File: config.mk
export PLATFORM = sky130hd
export DESIGN_NAME = base32_stream_codec_top
export DESIGN_NICKNAME = d
export VERILOG_FILES = /design/src/rtl/b32_pkg.sv /design/src/rtl/b32_core.sv /design/src/rtl/b32_serializer.sv /design/src/rtl/base32_stream_codec_top.sv
export SDC_FILE = /design/constraint.sdc
export NUM_CORES = 1
export LEC_CHECK = 0
export ABC_AREA = 1
export BUFFER_PORTS_ARGS = -buffer_cell sky130_fd_sc_hd__buf_4
export CAP_MARGIN = 15
export CORE_ASPECT_RATIO = 2
export CORE_MARGIN = 2
export CORE_UTILIZATION = 30
export DETAILED_ROUTE_END_ITERATION = 8
export PLACE_DENSITY = 0.51
export SYNTH_ARGS = -nofsm -noshare
export SYNTH_HDL_FRONTEND = slang
export SYNTH_HIERARCHICAL = 1
export SYNTH_SLANG_ARGS = --single-unit
export TNS_END_PERCENT = 20
File: constraint.sdc
create_clock -name clk -period 6.4 [get_ports clk]
set_input_delay 0.32 -clock clk [delete_from_list [all_inputs] [get_ports clk]]
set_output_delay 0.32 -clock clk [all_outputs]
set_load 0.05 [all_outputs]
File: src/rtl/b32_pkg.sv
package b32_pkg;

    localparam int GROUP_W = 40;
    localparam int RUN_MAX = 8;

    localparam logic [7:0] PAD_CHAR     = 8'h3D;
    localparam logic [7:0] UPPER_A      = 8'h41;
    localparam logic [7:0] UPPER_Z      = 8'h5A;
    localparam logic [7:0] DIGIT_2      = 8'h32;
    localparam logic [7:0] DIGIT_7      = 8'h37;

    // one burst of results caused by a single input word
    typedef struct packed {
        logic [RUN_MAX-1:0][7:0] bytes;
        logic [3:0]              count;
        logic                    bad;
    } run_t;

    // 5-bit symbol to alphabet character, A..Z then 2..7
    function automatic logic [7:0] sym_char(input logic [4:0] idx);
        logic [7:0] ch;
        if (idx < 5'd26)
            ch = UPPER_A + {3'b000, idx};
        else
            ch = DIGIT_2 + {3'b000, idx - 5'd26};
        return ch;
    endfunction

    function automatic logic sym_ok(input logic [7:0] ch);
        return (ch inside {[UPPER_A:UPPER_Z]}) || (ch inside {[DIGIT_2:DIGIT_7]});
    endfunction

    function automatic logic [4:0] sym_val(input logic [7:0] ch);
        logic [7:0] v;
        if (ch inside {[UPPER_A:UPPER_Z]})
            v = ch - UPPER_A;
        else
            v = ch - DIGIT_2 + 8'd26;
        return v[4:0];
    endfunction

    // characters kept before padding for a partial group of n bytes
    function automatic logic [3:0] pad_keep(input logic [2:0] n);
        logic [3:0] k;
        case (n)
            3'd1:    k = 4'd2;
            3'd2:    k = 4'd4;
            3'd3:    k = 4'd5;
            3'd4:    k = 4'd7;
            default: k = 4'd8;
        endcase
        return k;
    endfunction

endpackage

File: src/rtl/b32_core.sv
module b32_core (
    input  logic          clk,
    input  logic          rst_n,
    input  logic          cfg_we,
    input  logic          cfg_wdata,
    input  logic          item_valid,
    input  logic [7:0]    item_byte,
    input  logic          item_eos,
    input  logic          advance,
    output logic          consume,
    output logic          run_valid,
    output b32_pkg::run_t run
);
    import b32_pkg::*;

    logic                 mode_reg;
    logic [GROUP_W-1:0]   gb_reg, gb_next;
    logic [3:0]           gc_reg, gc_next;
    logic [3:0]           dc_reg, dc_next;
    logic                 ps_reg, ps_next;
    logic                 err_reg, err_next;

    logic [2:0]           pos;
    logic [2:0]           gcn;
    logic [5:0]           enc_shamt;
    logic [GROUP_W-1:0]   gb_enc;
    logic [3:0]           keep;
    logic                 dec_bad;
    logic [GROUP_W-1:0]   gb_dec;
    logic [3:0]           dc_dec;
    logic                 ps_dec;
    logic [3:0]           gc_dec;
    logic [5:0]           dec_shamt;
    logic [5:0]           bits5;
    logic                 clr;
    run_t                 run_c;

    always_comb
    begin
        run_c     = '0;
        gb_next   = gb_reg;
        gc_next   = gc_reg;
        dc_next   = dc_reg;
        ps_next   = ps_reg;
        err_next  = err_reg;
        clr       = 1'b0;
        pos       = (gc_reg < 4'd5) ? gc_reg[2:0] : 3'd4;
        gcn       = pos + 3'd1;
        enc_shamt = 6'd32 - {pos, 3'b000};
        gb_enc    = gb_reg | (GROUP_W'(item_byte) << enc_shamt);
        keep      = (gcn == 3'd5) ? 4'd8 : pad_keep(gcn);
        dec_bad   = 1'b0;
        gb_dec    = gb_reg;
        dc_dec    = dc_reg;
        ps_dec    = ps_reg;
        dec_shamt = 6'd35 - (6'({2'b00, dc_reg}) * 6'd5);
        gc_dec    = (gc_reg < 4'd8) ? gc_reg + 4'd1 : 4'd8;
        bits5     = '0;

        if (!mode_reg)
        begin
            if (gcn == 3'd5 || item_eos)
            begin
                for (int i = 0; i < RUN_MAX; i++)
                begin
                    run_c.bytes[i] = (4'(i) < keep) ? sym_char(gb_enc[39-5*i -: 5]) : PAD_CHAR;
                end
                run_c.count = 4'd8;
                clr = 1'b1;
            end
            else
            begin
                gb_next = gb_enc;
                gc_next = {1'b0, gcn};
            end
        end
        else if (err_reg)
        begin
            clr = item_eos;
        end
        else
        begin
            if (!ps_reg)
            begin
                if (item_byte == PAD_CHAR)
                    ps_dec = 1'b1;
                else if (!sym_ok(item_byte))
                    dec_bad = 1'b1;
                else if (dc_reg < 4'd8)
                begin
                    gb_dec = gb_reg | (GROUP_W'(sym_val(item_byte)) << dec_shamt);
                    dc_dec = dc_reg + 4'd1;
                end
            end

            if (dec_bad)
            begin
                run_c.count = 4'd1;
                run_c.bad   = 1'b1;
                err_next    = 1'b1;
                clr         = 1'b1;
            end
            else if (gc_dec == 4'd8)
            begin
                // floor(5n/8) bytes from a full group
                bits5 = 6'({2'b00, dc_dec}) * 6'd5;
                for (int k = 0; k < 5; k++)
                begin
                    run_c.bytes[k] = gb_dec[39-8*k -: 8];
                end
                run_c.count = {1'b0, bits5[5:3]};
                clr = 1'b1;
            end
            else
            begin
                gb_next = gb_dec;
                gc_next = gc_dec;
                dc_next = dc_dec;
                ps_next = ps_dec;
                clr     = item_eos;
            end
        end

        if (clr)
        begin
            gb_next = '0;
            gc_next = '0;
            dc_next = '0;
            ps_next = 1'b0;
        end
    end

    // words with no results never wait on the output side
    assign consume   = item_valid && (advance || run_c.count == 4'd0);
    assign run_valid = consume && run_c.count != 4'd0;
    assign run       = run_c;

    always_ff @(posedge clk or negedge rst_n)
    begin
        if (!rst_n)
        begin
            mode_reg <= 1'b0;
            gb_reg   <= '0;
            gc_reg   <= '0;
            dc_reg   <= '0;
            ps_reg   <= 1'b0;
            err_reg  <= 1'b0;
        end
        else if (cfg_we)
        begin
            mode_reg <= cfg_wdata;
            gb_reg   <= '0;
            gc_reg   <= '0;
            dc_reg   <= '0;
            ps_reg   <= 1'b0;
        end
        else if (consume)
        begin
            gb_reg  <= gb_next;
            gc_reg  <= gc_next;
            dc_reg  <= dc_next;
            ps_reg  <= ps_next;
            err_reg <= err_next;
        end
    end

endmodule

File: src/rtl/b32_serializer.sv
module b32_serializer (
    input  logic          clk,
    input  logic          rst_n,
    input  logic          run_valid,
    input  b32_pkg::run_t run,
    output logic          advance,
    output logic          out_valid,
    input  logic          out_ready,
    output logic [7:0]    out_byte,
    output logic          last_of_run,
    output logic          bad_input
);
    import b32_pkg::*;

    logic       pend_valid_reg;
    run_t       pend_reg;
    run_t       act_reg;
    logic [3:0] left_reg;
    logic [2:0] idx_reg;
    logic       act_done;
    logic       load_act;

    assign out_valid   = left_reg != 4'd0;
    assign out_byte    = act_reg.bytes[idx_reg];
    assign last_of_run = left_reg == 4'd1;
    assign bad_input   = act_reg.bad;

    assign act_done = !out_valid || (out_ready && left_reg == 4'd1);
    assign load_act = act_done && pend_valid_reg;
    assign advance  = !pend_valid_reg || act_done;

    always_ff @(posedge clk or negedge rst_n)
    begin
        if (!rst_n)
        begin
            pend_valid_reg <= 1'b0;
            left_reg       <= '0;
            idx_reg        <= '0;
        end
        else
        begin
            if (run_valid)
                pend_valid_reg <= 1'b1;
            else if (load_act)
                pend_valid_reg <= 1'b0;

            if (load_act)
            begin
                left_reg <= pend_reg.count;
                idx_reg  <= '0;
            end
            else if (out_valid && out_ready)
            begin
                left_reg <= left_reg - 4'd1;
                idx_reg  <= idx_reg + 3'd1;
            end
        end
    end

    always_ff @(posedge clk)
    begin
        if (run_valid)
            pend_reg <= run;
        if (load_act)
            act_reg <= pend_reg;
    end

endmodule

File: src/rtl/base32_stream_codec_top.sv
// path: an accepted word passes the input register, the pending run and the active run before out_valid
// throughput: one input word per cycle while no results are pending; results leave
// one per cycle while out_ready is high
// reset: rst_n clears mode to encode, group state, sticky error and all valid flags
module base32_stream_codec_top (
    input  logic       clk,
    input  logic       rst_n,
    input  logic       cfg_we,
    input  logic       cfg_wdata,
    input  logic       in_valid,
    output logic       in_ready,
    input  logic [7:0] in_byte,
    input  logic       end_of_stream,
    output logic       out_valid,
    input  logic       out_ready,
    output logic [7:0] out_byte,
    output logic       last_of_run,
    output logic       bad_input
);
    import b32_pkg::*;

    logic       item_valid_reg;
    logic [7:0] item_byte_reg;
    logic       item_eos_reg;
    logic       consume;
    logic       advance;
    logic       run_valid;
    run_t       run;

    assign in_ready = !item_valid_reg || consume;

    always_ff @(posedge clk or negedge rst_n)
    begin
        if (!rst_n)
            item_valid_reg <= 1'b0;
        else if (in_ready)
            item_valid_reg <= in_valid;
    end

    always_ff @(posedge clk)
    begin
        if (in_valid && in_ready)
        begin
            item_byte_reg <= in_byte;
            item_eos_reg  <= end_of_stream;
        end
    end

    b32_core u_core (
        .clk        (clk),
        .rst_n      (rst_n),
        .cfg_we     (cfg_we),
        .cfg_wdata  (cfg_wdata),
        .item_valid (item_valid_reg),
        .item_byte  (item_byte_reg),
        .item_eos   (item_eos_reg),
        .advance    (advance),
        .consume    (consume),
        .run_valid  (run_valid),
        .run        (run)
    );

    b32_serializer u_ser (
        .clk         (clk),
        .rst_n       (rst_n),
        .run_valid   (run_valid),
        .run         (run),
        .advance     (advance),
        .out_valid   (out_valid),
        .out_ready   (out_ready),
        .out_byte    (out_byte),
        .last_of_run (last_of_run),
        .bad_input   (bad_input)
    );

endmodule

# Word-level counts from Yosys, hierarchy flattened
# Cells that the tools add are included.
[totals]
out_inout_bits = 12
register_bits = 203
elab_cells = 246
in_bits = 15
[op_classes]
bitwise_logic = 8
n_addsub = 34
mux = 95
magnitude_cmp = 24
reduce_logical = 32
n_mul = 2
eq_ne = 15
n_shift = 2
[op_table]
columns = ["operator", "n"]
rows = [
  ["two-way mux 40 bit", 13],
  ["two-way mux 44 bit", 3],
  ["two-way mux 8 bit", 14],
  ["two-way mux 4 bit", 26],
  ["bitwise OR 40 bit", 2],
  ["adder 7 x 5 -> 8 bit (first input constant)", 8],
  ["adder 6 x 5 -> 7 bit (first input constant)", 8],
  ["two-way mux 45 bit", 1],
  ["subtractor 5 bit (second input constant)", 9],
  ["< comparator 5 bit (second input constant)", 8],
  ["left shift 5 x 6 -> 40 bit", 1],
  ["left shift 8 x 6 -> 40 bit", 1],
  ["two-way mux 5 bit", 7],
  ["binary-select mux 8 bit (select 3 bit)", 1],
  ["two-way mux 1 bit", 23],
  ["two-way mux 6 bit", 3],
  ["< comparator 3 x 4 -> 1 bit (first input constant)", 4],
  ["case mux 4 bit (4 select lines)", 1],
  ["multiplier 4 x 3 -> 6 bit (second input constant)", 2],
  ["!= test 4 bit (second input constant)", 3],
  ["subtractor 6 bit (first input constant)", 2],
  ["AND reduction 5 bit", 2],
  ["two-way mux 3 bit", 3],
  ["OR reduction 3 bit", 3],
  ["33 further kinds", 64],
]

# Logic depth before layout (Yosys ltp)
# Gate-level depths: netlist of run 1.
[depth]
ltp_word = 24
depth_mapped = 26
depth_no_buf = 25

# Modules after synthesis
# Netlist of run 1, hierarchy kept.
[modules_own_cells]
columns = ["mod", "seq_area_each_um2", "cells_per_inst", "area_per_inst_um2", "n_inst"]
rows = [
  ["b32_core", 1276.2, 1105, 6717.7, 1],
  ["b32_serializer", 4224.1, 317, 5079.9, 1],
  ["base32_stream_codec_top", 295.3, 15, 315.3, 1],
]

# Worst setup path before layout of run 1
# OpenSTA, ideal clock, no wires.
[synth_path]
kind = "flip-flop to flip-flop"
startpoint = "register item_byte_reg[0]"
endpoint = "register u_ser/pend_reg[0] in the netlist's numbering, enable pin"
setup_slack_ns = 1.449
t_required_ns = 5.976
path_buffers = 0
stages_incl_launch_ff = 23
synth_period_minus_slack_ns = 4.951
setup_time_ns = 0.424
arrival_ns = 4.527
cell_sequence = "edfxtp_1 inv_1 ha_1 nand4_2 nand3_4 nand2_2 nand3_2 clkinv_1 nand2_1 o21ai_0 ha_1 ha_1 inv_1 fa_1 nand3b_2 nand2_1 nor2_2 nand2_2 nand2_2 nand2_2 inv_1 nand2_1 inv_1"
[synth_between]
elab_chain_cells = 17
elab_cells_between_ends = 28
cone_classes = "mul (1); order compare (4); eq/ne (1); mux (14); reduce/logical (8)"
[synth_lines]
columns = ["item", "line_no", "text"]
rows = [
  ["start, declared", "base32_stream_codec_top.sv:23", "logic [7:0] item_byte_reg;"],
  ["start signal, assigned", "base32_stream_codec_top.sv:44", "item_byte_reg <= in_byte;"],
  [">= comparator 8 x 7 -> 1 bit, or another cell as far along", "b32_pkg.sv:30", "return (ch inside {[UPPER_A:UPPER_Z]}) || (ch inside {[DIGIT_2:DIGIT_7]});"],
  ["logical AND 1 bit", "b32_pkg.sv:30", ""],
  ["logical OR 1 bit", "b32_pkg.sv:30", ""],
  ["two-way mux 4 bit", "b32_core.sv:87", "else if (!sym_ok(item_byte))"],
  ["two-way mux 4 bit", "b32_core.sv:85", "if (item_byte == PAD_CHAR)"],
  ["two-way mux 4 bit", "b32_core.sv:83", "if (!ps_reg)"],
  ["two-way mux 4 bit", "b32_core.sv:77", "else if (err_reg)"],
  ["two-way mux 4 bit", "b32_core.sv:60", "if (!mode_reg)"],
  ["[... 3 more ...]", "--", ""],
  ["two-way mux 45 bit (*)", "b32_core.sv:77", ""],
  ["two-way mux 44 bit (*)", "b32_core.sv:60", ""],
  ["zero test 4 bit (*)", "b32_core.sv:134", "assign consume = item_valid && (advance || run_c.count == 4'd0);"],
  ["logical OR 1 bit (*)", "b32_core.sv:134", ""],
  ["logical AND 1 bit (*)", "b32_core.sv:134", ""],
  ["net consume", "base32_stream_codec_top.sv:25", "logic consume;"],
  ["logical AND 1 bit (*)", "b32_core.sv:135", "assign run_valid = consume && run_c.count != 4'd0;"],
  ["net run_valid", "base32_stream_codec_top.sv:27", "logic run_valid;"],
  ["end signal, assigned", "b32_serializer.sv:63", "pend_reg <= run;"],
  ["end, declared", "b32_serializer.sv:16", "run_t pend_reg;"],
]
# The timed path passes the listed nets; every way through them passes the cells marked *. The select of a mux whose other input is x is not followed.
# A chain may end at the register's enable or synchronous reset.

# Worst setup path in the final report of run 1
[layout_path]
startpoint = "register item_byte_reg[0]"
endpoint = "output in_ready"
[layout_between]
elab_chain_cells = 17
elab_cells_between_ends = 27
cone_classes = "mul (1); order compare (4); eq/ne (1); mux (14); reduce/logical (7)"
[layout_lines]
columns = ["item", "line_no", "text"]
rows = [
  [">= comparator 8 x 7 -> 1 bit, or another cell as far along", "b32_pkg.sv:30", ""],
  ["logical AND 1 bit", "b32_pkg.sv:30", ""],
  ["logical OR 1 bit", "b32_pkg.sv:30", ""],
  ["two-way mux 4 bit", "b32_core.sv:87", ""],
  ["two-way mux 4 bit", "b32_core.sv:85", ""],
  ["two-way mux 4 bit", "b32_core.sv:83", ""],
  ["two-way mux 4 bit", "b32_core.sv:77", ""],
  ["two-way mux 4 bit", "b32_core.sv:60", ""],
  ["[... 2 more ...]", "--", ""],
  ["two-way mux 4 bit (*)", "b32_core.sv:96", "if (dec_bad)"],
  ["two-way mux 45 bit (*)", "b32_core.sv:77", ""],
  ["two-way mux 44 bit (*)", "b32_core.sv:60", ""],
  ["zero test 4 bit (*)", "b32_core.sv:134", ""],
  ["logical OR 1 bit (*)", "b32_core.sv:134", ""],
  ["logical AND 1 bit (*)", "b32_core.sv:134", ""],
  ["net consume", "base32_stream_codec_top.sv:25", ""],
  ["logical OR 1 bit (*)", "base32_stream_codec_top.sv:30", "assign in_ready = !item_valid_reg || consume;"],
  ["end, declared", "base32_stream_codec_top.sv:11", "output logic in_ready,"],
]
# Marked as above.

==> impl_metrics.sql, run 1 <==
INSERT INTO impl_metrics (metric_group, metric, value, unit) VALUES
('floorplan', 'rows', '104', ''),
('layout', 'n_fill_cell', '4260', ''),
('clocking', 'tritoncts', 'built', ''),
('logic_synthesis', 'post_synth.cell_area_avg', '8.43', 'sq um'),
('route', 'detail-route-antenna-nets', '0', ''),
('sta', 'setup-tns-final', '0', 'ns'),
('placed_design', 'gp_congestion', '0.964', ''),
('logic_synthesis', 'ys_top_cells_by_area', 'sky130_fd_sc_hd__edfxtp_1 (35%), sky130_fd_sc_hd__dfrtp_1 (12%), sky130_fd_sc_hd__nand2_1 (9.1%)', ''),
('layout', 'area_growth_syn_to_layout', '12.7', '%'),
('clocking', 'worst_setup_hold_path_clk_slew', '0.06', 'ns'),
('logic_synthesis', 'synth_async_reset_ratio', '29.6', '%'),
('layout', 'final_net_count', '1527', ''),
('logic_synthesis', 'register_area_share_after_synthesis', '47.8', '%'),
('global_routing', 'grt.busiest_layer', 'met2', ''),
('clocking', 'clock_tree.htree_level_count', '1', ''),
('pwr', 'swShare', '41.4', '%'),
('outcome', 'outcome', 'finished clean', ''),
('sta', 'maxSlewViolCount', '0', ''),
('floorplan', 'die_height', '288', 'um'),
('global_routing', 'antenna_found_initial', '0', ''),
('sta', 'top_achievable_clock_speed', '204', 'MHz'),
('pwr', 'clock_power_share', '26.3', '%'),
('route', 'wire_per_inst', '20.6', 'um'),
('min_path', 'timing.hold.worst_endpoint', 'u_core/mode_reg', ''),
('worst_setup_path', 'ff2ff_path_depth', '23', ''),
('layout', 'n_antenna_cell', '0', ''),
('min_path', 'hold_depth', '2', ''),
('placed_design', 'port-buffer-count', '26', ''),
('worst_setup_path', 'critical_path.endpoint_type', 'primary output', ''),
('clocking', 'cts_buffer_depth', '3', ''),
('pwr', 'p_seq_share', '36.3', '%'),
('sta', 'finalWorstPathRequiredPeriod', '4.91', 'ns'),
('worst_setup_path', 'timing.critical_path.fanout_max', '10', ''),
('logic_synthesis', 'yosysTopAreaCell', 'sky130_fd_sc_hd__edfxtp_1', ''),
('floorplan', 'chipWidth', '146', 'um'),
('floorplan', 'floorplan.io_pins', '27', ''),
('pwr', 'comb_power_share', '37.4', '%'),
('worst_setup_path', 'crit-reg2reg-capture', 'u_ser/pend_reg[27]', ''),
('logic_synthesis', 'main_synth_ff_type', 'sky130_fd_sc_hd__edfxtp_1', ''),
('sta', 'hold_violations', '0', ''),
('sta', 'fin_worst_skew', '0.0187', 'ns'),
('layout', 'largest_register_ff_count', '69', ''),
('floorplan', 'core-area', '40100', 'sq um'),
('logic_synthesis', 'netlist_instances', '1437', ''),
('global_routing', 'groute.layer.met2.usage', '39.1', '%'),
('pwr', 'net-switching-power', '2.05', 'mW'),
('pwr', 'leakage', '5.86', 'nW'),
('layout', 'post_route_cells_drive_above_1_share', '9.96', '%'),
('worst_setup_path', 'r2r_start', 'item_byte_reg[0]', ''),
('sta', 'finalSetupViolCount', '0', ''),
('logic_synthesis', 'synthDistinctLibCells', '57', ''),
('pwr', 'intPower', '2.91', 'mW'),
('sta', 'tightest_slew', '1.00', 'ns'),
('floorplan', 'initial_utilization', '30.2', '%'),
('sta', 'timing.final.crit_share', '76.7', '%'),
('pwr', 'worst_ir_drop_vdd', '0.206', 'mV'),
('floorplan', 'design.die.area', '42100', 'sq um'),
('sta', 'relSlewSlack', '32.6', '%'),
('logic_synthesis', 'yosys_warnings', '6', ''),
('worst_setup_path', 'cp-start-kind', 'register', ''),
('clocking', 'clkLatencyLatePin', '0.53', 'ns'),
('worst_setup_path', 'cp_data_arrival_time', '4.59', 'ns'),
('route', 'route.detailed.drc', '0', ''),
('worst_setup_path', 'worst_path_required_time', '6.08', 'ns'),
('global_routing', 'grt_remaining_overflow', '0', ''),
('route', 'detailroute.via_count', '10237', ''),
('global_routing', 'grt_util_met3', '1.58', '%'),
('sta', 'fin_worst_hold_slack', '0.0220', 'ns'),
('logic_synthesis', 'syn-cell-area', '12100', 'sq um'),
('layout', 'final_core_util', '34.1', '%'),
('sta', 'setup_repair_after_global_routing_missed_its_margin', 'no', '');
==> cells in the mapped netlist, types with 3 or more instances <==
| master | count |
|---|---|
| sky130_fd_sc_hd__clkinv_1 | 5 |
| sky130_fd_sc_hd__o211ai_1 | 6 |
| sky130_fd_sc_hd__dfrtp_1 | 60 |
| sky130_fd_sc_hd__o21ai_2 | 4 |
| sky130_fd_sc_hd__nand3_2 | 3 |
| sky130_fd_sc_hd__clkbuf_1 | 25 |
| sky130_fd_sc_hd__ha_1 | 48 |
| sky130_fd_sc_hd__or2_1 | 3 |
| sky130_fd_sc_hd__a21oi_2 | 5 |
| sky130_fd_sc_hd__nor2_1 | 112 |
| sky130_fd_sc_hd__nor3_1 | 14 |
| sky130_fd_sc_hd__a21oi_1 | 87 |
| sky130_fd_sc_hd__xor2_1 | 10 |
| sky130_fd_sc_hd__nand4_1 | 29 |
| sky130_fd_sc_hd__buf_6 | 4 |
| sky130_fd_sc_hd__o21ai_0 | 104 |
| sky130_fd_sc_hd__inv_1 | 153 |
| sky130_fd_sc_hd__or2_2 | 4 |
| sky130_fd_sc_hd__nand2_4 | 5 |
| sky130_fd_sc_hd__xnor2_1 | 4 |
| sky130_fd_sc_hd__o31ai_1 | 6 |
| sky130_fd_sc_hd__o22ai_1 | 19 |
| sky130_fd_sc_hd__a31oi_1 | 13 |
| sky130_fd_sc_hd__buf_2 | 11 |
| sky130_fd_sc_hd__edfxtp_1 | 143 |
| sky130_fd_sc_hd__a211oi_1 | 3 |
| sky130_fd_sc_hd__nor2_4 | 4 |
| sky130_fd_sc_hd__nand2_1 | 293 |
| sky130_fd_sc_hd__nand2_2 | 10 |
| sky130_fd_sc_hd__a21o_1 | 5 |
| sky130_fd_sc_hd__inv_2 | 15 |
| sky130_fd_sc_hd__buf_4 | 11 |
| sky130_fd_sc_hd__nand3_1 | 132 |
| sky130_fd_sc_hd__o21ai_1 | 53 |
| sky130_fd_sc_hd__nor2_2 | 6 |
==> layout make-up <==
class,count,area [sq um],share of cell area [%]
Inverter,175,664,4.87
Tap cell,530,663,4.86
Multi-Input combinational cell,1007,5370,39.3
Clock buffer,22,529,3.88
Timing Repair Buffer,54,433,3.17
Clock inverter,15,194,1.42
Sequential cell,203,5800,42.5
==> layout by cell type (no fill, tap or decap), types with 4 or more instances in the layout <==
master,instances
sky130_fd_sc_hd__nand2_1,293
sky130_fd_sc_hd__inv_1,151
sky130_fd_sc_hd__edfxtp_1,143
sky130_fd_sc_hd__nand3_1,132
sky130_fd_sc_hd__nor2_1,112
sky130_fd_sc_hd__o21ai_0,104
sky130_fd_sc_hd__a21oi_1,87
sky130_fd_sc_hd__dfrtp_1,60
sky130_fd_sc_hd__o21ai_1,53
sky130_fd_sc_hd__ha_1,48
sky130_fd_sc_hd__buf_4,43
sky130_fd_sc_hd__nand4_1,29
sky130_fd_sc_hd__clkbuf_16,21
sky130_fd_sc_hd__o22ai_1,19
sky130_fd_sc_hd__inv_2,17
sky130_fd_sc_hd__nor3_1,14
sky130_fd_sc_hd__a31oi_1,13
sky130_fd_sc_hd__dlygate4sd3_1,11
sky130_fd_sc_hd__nand2_2,10
sky130_fd_sc_hd__xor2_1,10
sky130_fd_sc_hd__inv_6,7
sky130_fd_sc_hd__clkinv_1,7
sky130_fd_sc_hd__nor2_2,6
sky130_fd_sc_hd__o31ai_1,6
sky130_fd_sc_hd__o211ai_1,6
sky130_fd_sc_hd__a21oi_2,5
sky130_fd_sc_hd__nand2_4,5
sky130_fd_sc_hd__a21o_1,5
sky130_fd_sc_hd__nor2_4,4
sky130_fd_sc_hd__o21ai_2,4
sky130_fd_sc_hd__or2_2,4
sky130_fd_sc_hd__xnor2_1,4
==> worst max-delay path by stage <==
stage	cells after the start	slack, ns	end	from
after CTS	22	1.42	in_ready	item_byte_reg[0]
after global routing	22	1.06	in_ready	item_byte_reg[0]
after global placement	23	1.68	u_ser/pend_reg[25]	item_byte_reg[0]
after floorplan	22	1.45	u_ser/pend_reg[0]	item_byte_reg[0]
final	22	1.49	in_ready	item_byte_reg[0]
after detailed placement	22	1.58	item_byte_reg[7]	item_byte_reg[0]
==> critical path, cell delays in order, from the launching register on <==
cell,delay (ns)
sky130_fd_sc_hd__edfxtp_1,0.45
sky130_fd_sc_hd__inv_1,0.23
sky130_fd_sc_hd__ha_1,0.29
sky130_fd_sc_hd__nand4_2,0.21
sky130_fd_sc_hd__nand3_4,0.17
sky130_fd_sc_hd__nand2_2,0.07
sky130_fd_sc_hd__nand3_2,0.13
sky130_fd_sc_hd__clkinv_1,0.26
sky130_fd_sc_hd__o21ai_0,0.32
sky130_fd_sc_hd__ha_1,0.29
sky130_fd_sc_hd__ha_1,0.19
sky130_fd_sc_hd__inv_1,0.06
sky130_fd_sc_hd__fa_1,0.39
sky130_fd_sc_hd__nand3b_2,0.22
sky130_fd_sc_hd__nand2_1,0.08
sky130_fd_sc_hd__nor2_2,0.04
sky130_fd_sc_hd__nand2_2,0.07
sky130_fd_sc_hd__nand2_2,0.05
sky130_fd_sc_hd__nand2_2,0.08
sky130_fd_sc_hd__inv_1,0.08
sky130_fd_sc_hd__inv_1,0.07
sky130_fd_sc_hd__nand2_1,0.09
sky130_fd_sc_hd__buf_4,0.21
==> what timing repair did <==
item | CTS | global route
hold buffers | 11 | 0
endpoints found under the hold margin | 16 | 0
buffers inserted | 0 | 0
setup endpoints to repair | 0 | 0
resized for setup | 0 | 0
==> power by group through the flow <==
stage               Sequential (mW)  Combinational (mW)  Clock (mW)
finish                         1.80                1.85        1.30
global route                   1.82                2.02        1.38
CTS                            1.80                1.85        1.34
detailed placement             1.83                1.84           0
global placement               1.83                1.83           0
floorplan                      1.80                1.26           0
==> logic make-up after synthesis <==
| kind of cell | synth area share [%] |
|---|---|
| compound gates | 14.4 |
| xor+xnor | 1.24 |
| fa+ha+maj | 5.29 |
| buf+inv | 7.88 |
| flops | 47.8 |
| mux | 0.0826 |
| other cells | 0.0310 |
| simple gates | 23.2 |
==> per-stage QoR <==
stage	power [mW]	worst slack, ns	instance area [sq um]	instances
finish	4.96	1.49	13600	2006
floorplan	3.06	1.45	12100	1439
global route	5.22	1.06	13600	2006
detailed placement	3.67	1.58	12800	1958
CTS	5.00	1.42	13600	2006
global placement	3.66	1.68	12800	1958
==> metal layers <==
metal | routed length (um) | share of wire [%]
met5 | 0 | 0
met4 | 3550 | 8.6
met3 | 1540 | 3.7
met2 | 23100 | 56
met1 | 13000 | 32
No activity file was read; power rests on OpenSTA's default activity.
==> run 2, diff against run 1 <==
- clock period: 6.4 -> 5 ns (I/O delays scaled with it)
==> run 2 against run 1 <==
Against the previous run: global-route usage decreased by 0.15 points; flip-flop and latch count stayed put; via count shrank 0.19%; utilization increased by 0.097 points; power increased by 25%; wire length down 1.4%; die area did not move; sequential power up 29%.
==> impl_metrics.sql, run 2 (synthesis results as in run 1) <==
INSERT INTO impl_metrics (metric_group, metric, value, unit) VALUES
('global_routing', 'grt_remaining_overflow', '0', ''),
('sta', 'tightest_slew', '0.945', 'ns'),
('global_routing', 'grt_use_total', '19.3', '%'),
('layout', 'n_fill_cell', '4288', ''),
('worst_setup_path', 'crit_type', 'register to primary output', ''),
('placed_design', 'dpl.hpwl', '32300', 'um'),
('worst_setup_path', 'critPathTopFamily', 'simple AND/OR/NAND/NOR gates', ''),
('worst_setup_path', 'cpMaxStageDelayCell', 'sky130_fd_sc_hd__edfxtp_1', ''),
('worst_setup_path', 'cp_cell_sequence', 'inv_1, ha_1, nand4_2, nand3_4, nand2_2, nand3_2, clkinv_1, o21ai_0, ha_1, ha_1, inv_1, fa_1, nand3b_2, nand2_1, nor2_2, nand2_2, nand2_2, nand2_2, inv_1, inv_1, nand2_1, buf_4', ''),
('worst_setup_path', 'timing.critical_path.fanout_max', '8', ''),
('pwr', 'comb_power_share', '38.6', '%'),
('route', 'drt_iter0_drc', '819', ''),
('sta', 'setup-tns-final', '0', 'ns'),
('sta', 'hold_violations', '0', ''),
('worst_setup_path', 'worst_setup_path_startpoint', 'item_byte_reg[1]', ''),
('layout', 'leading_cell_type_in_the_layout_fill_and_taps_excluded', 'sky130_fd_sc_hd__nand2_1', ''),
('clocking', 'cts_root_buf', 'sky130_fd_sc_hd__clkbuf_16', ''),
('clocking', 'worst_setup_hold_path_clk_slew', '0.07', 'ns'),
('placed_design', 'port-buffer-count', '26', ''),
('layout', 'area_growth_syn_to_layout', '13.0', '%'),
('sta', 'setup_repair_after_global_routing_missed_its_margin', 'no', ''),
('min_path', 'worstHoldPathType', 'input port to asynchronous set/reset pin', ''),
('layout', 'final_core_util', '34.2', '%'),
('global_routing', 'grt_pass1_vias', '10318', ''),
('pwr', 'worst_ir_drop_vdd', '0.204', 'mV'),
('floorplan', 'core-area', '40100', 'sq um'),
('floorplan', 'chipWidth', '146', 'um'),
('global_routing', 'grt_pass1_wl', '61400', 'um'),
('route', 'dr.pass1.iters', '5', ''),
('worst_setup_path', 'cp-start-kind', 'register', ''),
('clocking', 'clock_tree.htree_level_count', '1', ''),
('sta', 'timing.final.crit_share', '91.6', '%'),
('route', 'route.detailed.drc', '0', ''),
('sta', 'finalSetupViolCount', '0', ''),
('placed_design', 'gp_congestion', '0.982', ''),
('worst_setup_path', 'critical-path-max-stage-delay', '0.41', 'ns'),
('sta', 'finalWorstPathRequiredPeriod', '4.58', 'ns'),
('layout', 'post_route_cells_drive_above_1_share', '10.6', '%'),
('floorplan', 'floorplan.io_pins', '27', ''),
('pwr', 'power_per_cell_area', '452', 'nW/um^2'),
('sta', 'fin_worst_skew', '0.0156', 'ns'),
('clocking', 'tritoncts', 'built', ''),
('floorplan', 'rows', '104', ''),
('run', 'drv_cap', '0', ''),
('sta', 'top_achievable_clock_speed', '218', 'MHz'),
('layout', 'final_cell_mix', 'sky130_fd_sc_hd__nand2_1 (293), sky130_fd_sc_hd__inv_1 (150), sky130_fd_sc_hd__edfxtp_1 (143)', ''),
('clocking', 'clkLatencyLatePin', '0.52', 'ns'),
('floorplan', 'die_height', '288', 'um'),
('global_routing', 'largest_net_degree_at_the_start_of_global_routing', '66', ''),
('pwr', 'power', '6.19', 'mW'),
('worst_setup_path', 'r2r_start', 'item_byte_reg[1]', ''),
('sta', 'final.setup.worst_slack', '0.421', 'ns'),
('route', 'detailroute.via_count', '10218', ''),
('clocking', 'clock_sink_count', '203', ''),
('sta', 'fin_worst_hold_slack', '0.0809', 'ns'),
('route', 'vias_per_cell', '5.06', ''),
('clocking', 'cts_buffer_depth', '3', ''),
('sta', 'maxSlewViolCount', '0', ''),
('clocking', 'number_of_buffers_created_by_cts', '20', ''),
('placed_design', 'pre_cts_slack', '0.697', 'ns'),
('route', 'detail-route-antenna-nets', '0', ''),
('pwr', 'swShare', '41.9', '%'),
('pwr', 'net-switching-power', '2.59', 'mW'),
('worst_setup_path', 'critical_path.endpoint_type', 'primary output', ''),
('worst_setup_path', 'cp_data_arrival_time', '4.33', 'ns'),
('clocking', 'postCtsSetupRepairBufs', '0', ''),
('pwr', 'leakage', '5.89', 'nW'),
('layout', 'final_net_count', '1541', ''),
('worst_setup_path', 'cp_num_buf_inv', '6', ''),
('route', 'routed_wirelength', '40700', 'um'),
('outcome', 'outcome', 'finished clean', ''),
('floorplan', 'initial_utilization', '30.2', '%'),
('floorplan', 'design.die.area', '42100', 'sq um'),
('layout', 'n_antenna_cell', '0', ''),
('sta', 'relSlewSlack', '37.0', '%'),
('worst_setup_path', 'worst_path_required_time', '4.75', 'ns'),
('pwr', 'clock_power_share', '23.9', '%'),
('global_routing', 'antenna_found_initial', '0', ''),
('route', 'wire_per_inst', '20.1', 'um'),
('layout', 'largest_register_ff_count', '69', ''),
('pwr', 'p_seq_share', '37.4', '%'),
('pwr', 'intPower', '3.60', 'mW');
## run 2: cell type report
class	instances	area [sq um]	area share (%)
Inverter	175	664	4.85
Sequential cell	203	5800	42.3
Multi-Input combinational cell	1007	5370	39.2
Clock inverter	10	87.6	0.640
Tap cell	530	663	4.84
Clock buffer	26	544	3.98
Timing Repair Buffer	69	563	4.11
## run 2: power by group through the flow
stage	clock, mW	sequential, mW	combinational, mW
floorplan	0	2.30	1.62
global placement	0	2.35	2.37
detailed placement	0	2.36	2.38
CTS	1.53	2.32	2.39
global route	1.58	2.35	2.60
finish	1.48	2.32	2.39
## run 2: metal layers
layer,part of all wire (%),GRT usage [%]
met1,32,17.7
met2,55,38.1
met3,3.2,1.52
met4,9.6,15.9
met5,0,0
## run 2: worst paths after layout
kind | to | slack [ns] | cells past startpoint
setup / recovery | in_ready | 0.42 | 22
hold / removal | u_core/gb_reg[21] | 0.08 | 2
setup reg to reg | u_ser/pend_reg[0] | 0.75 | 23
hold reg to reg | u_ser/act_reg[9] | 0.41 | 0
max in group asynchronous | u_ser/idx_reg[2] | 3.80 | 3
min in group clk | u_ser/pend_valid_reg | 0.16 | 4
## run 2: metrics by stage
stage                     area, sq um  cells
final                           13700   2020
after global routing            13700   2020
after CTS                       13700   2020
after detailed placement        12900   1971
after global placement          12900   1971
after floorplan                 12100   1439
## run 2: what timing repair did
action | CTS | global route
endpoints found under the setup margin | 0 | 1
hold buffers | 13 | 0
resized for setup | 0 | 1
hold endpoints to repair | 13 | 0
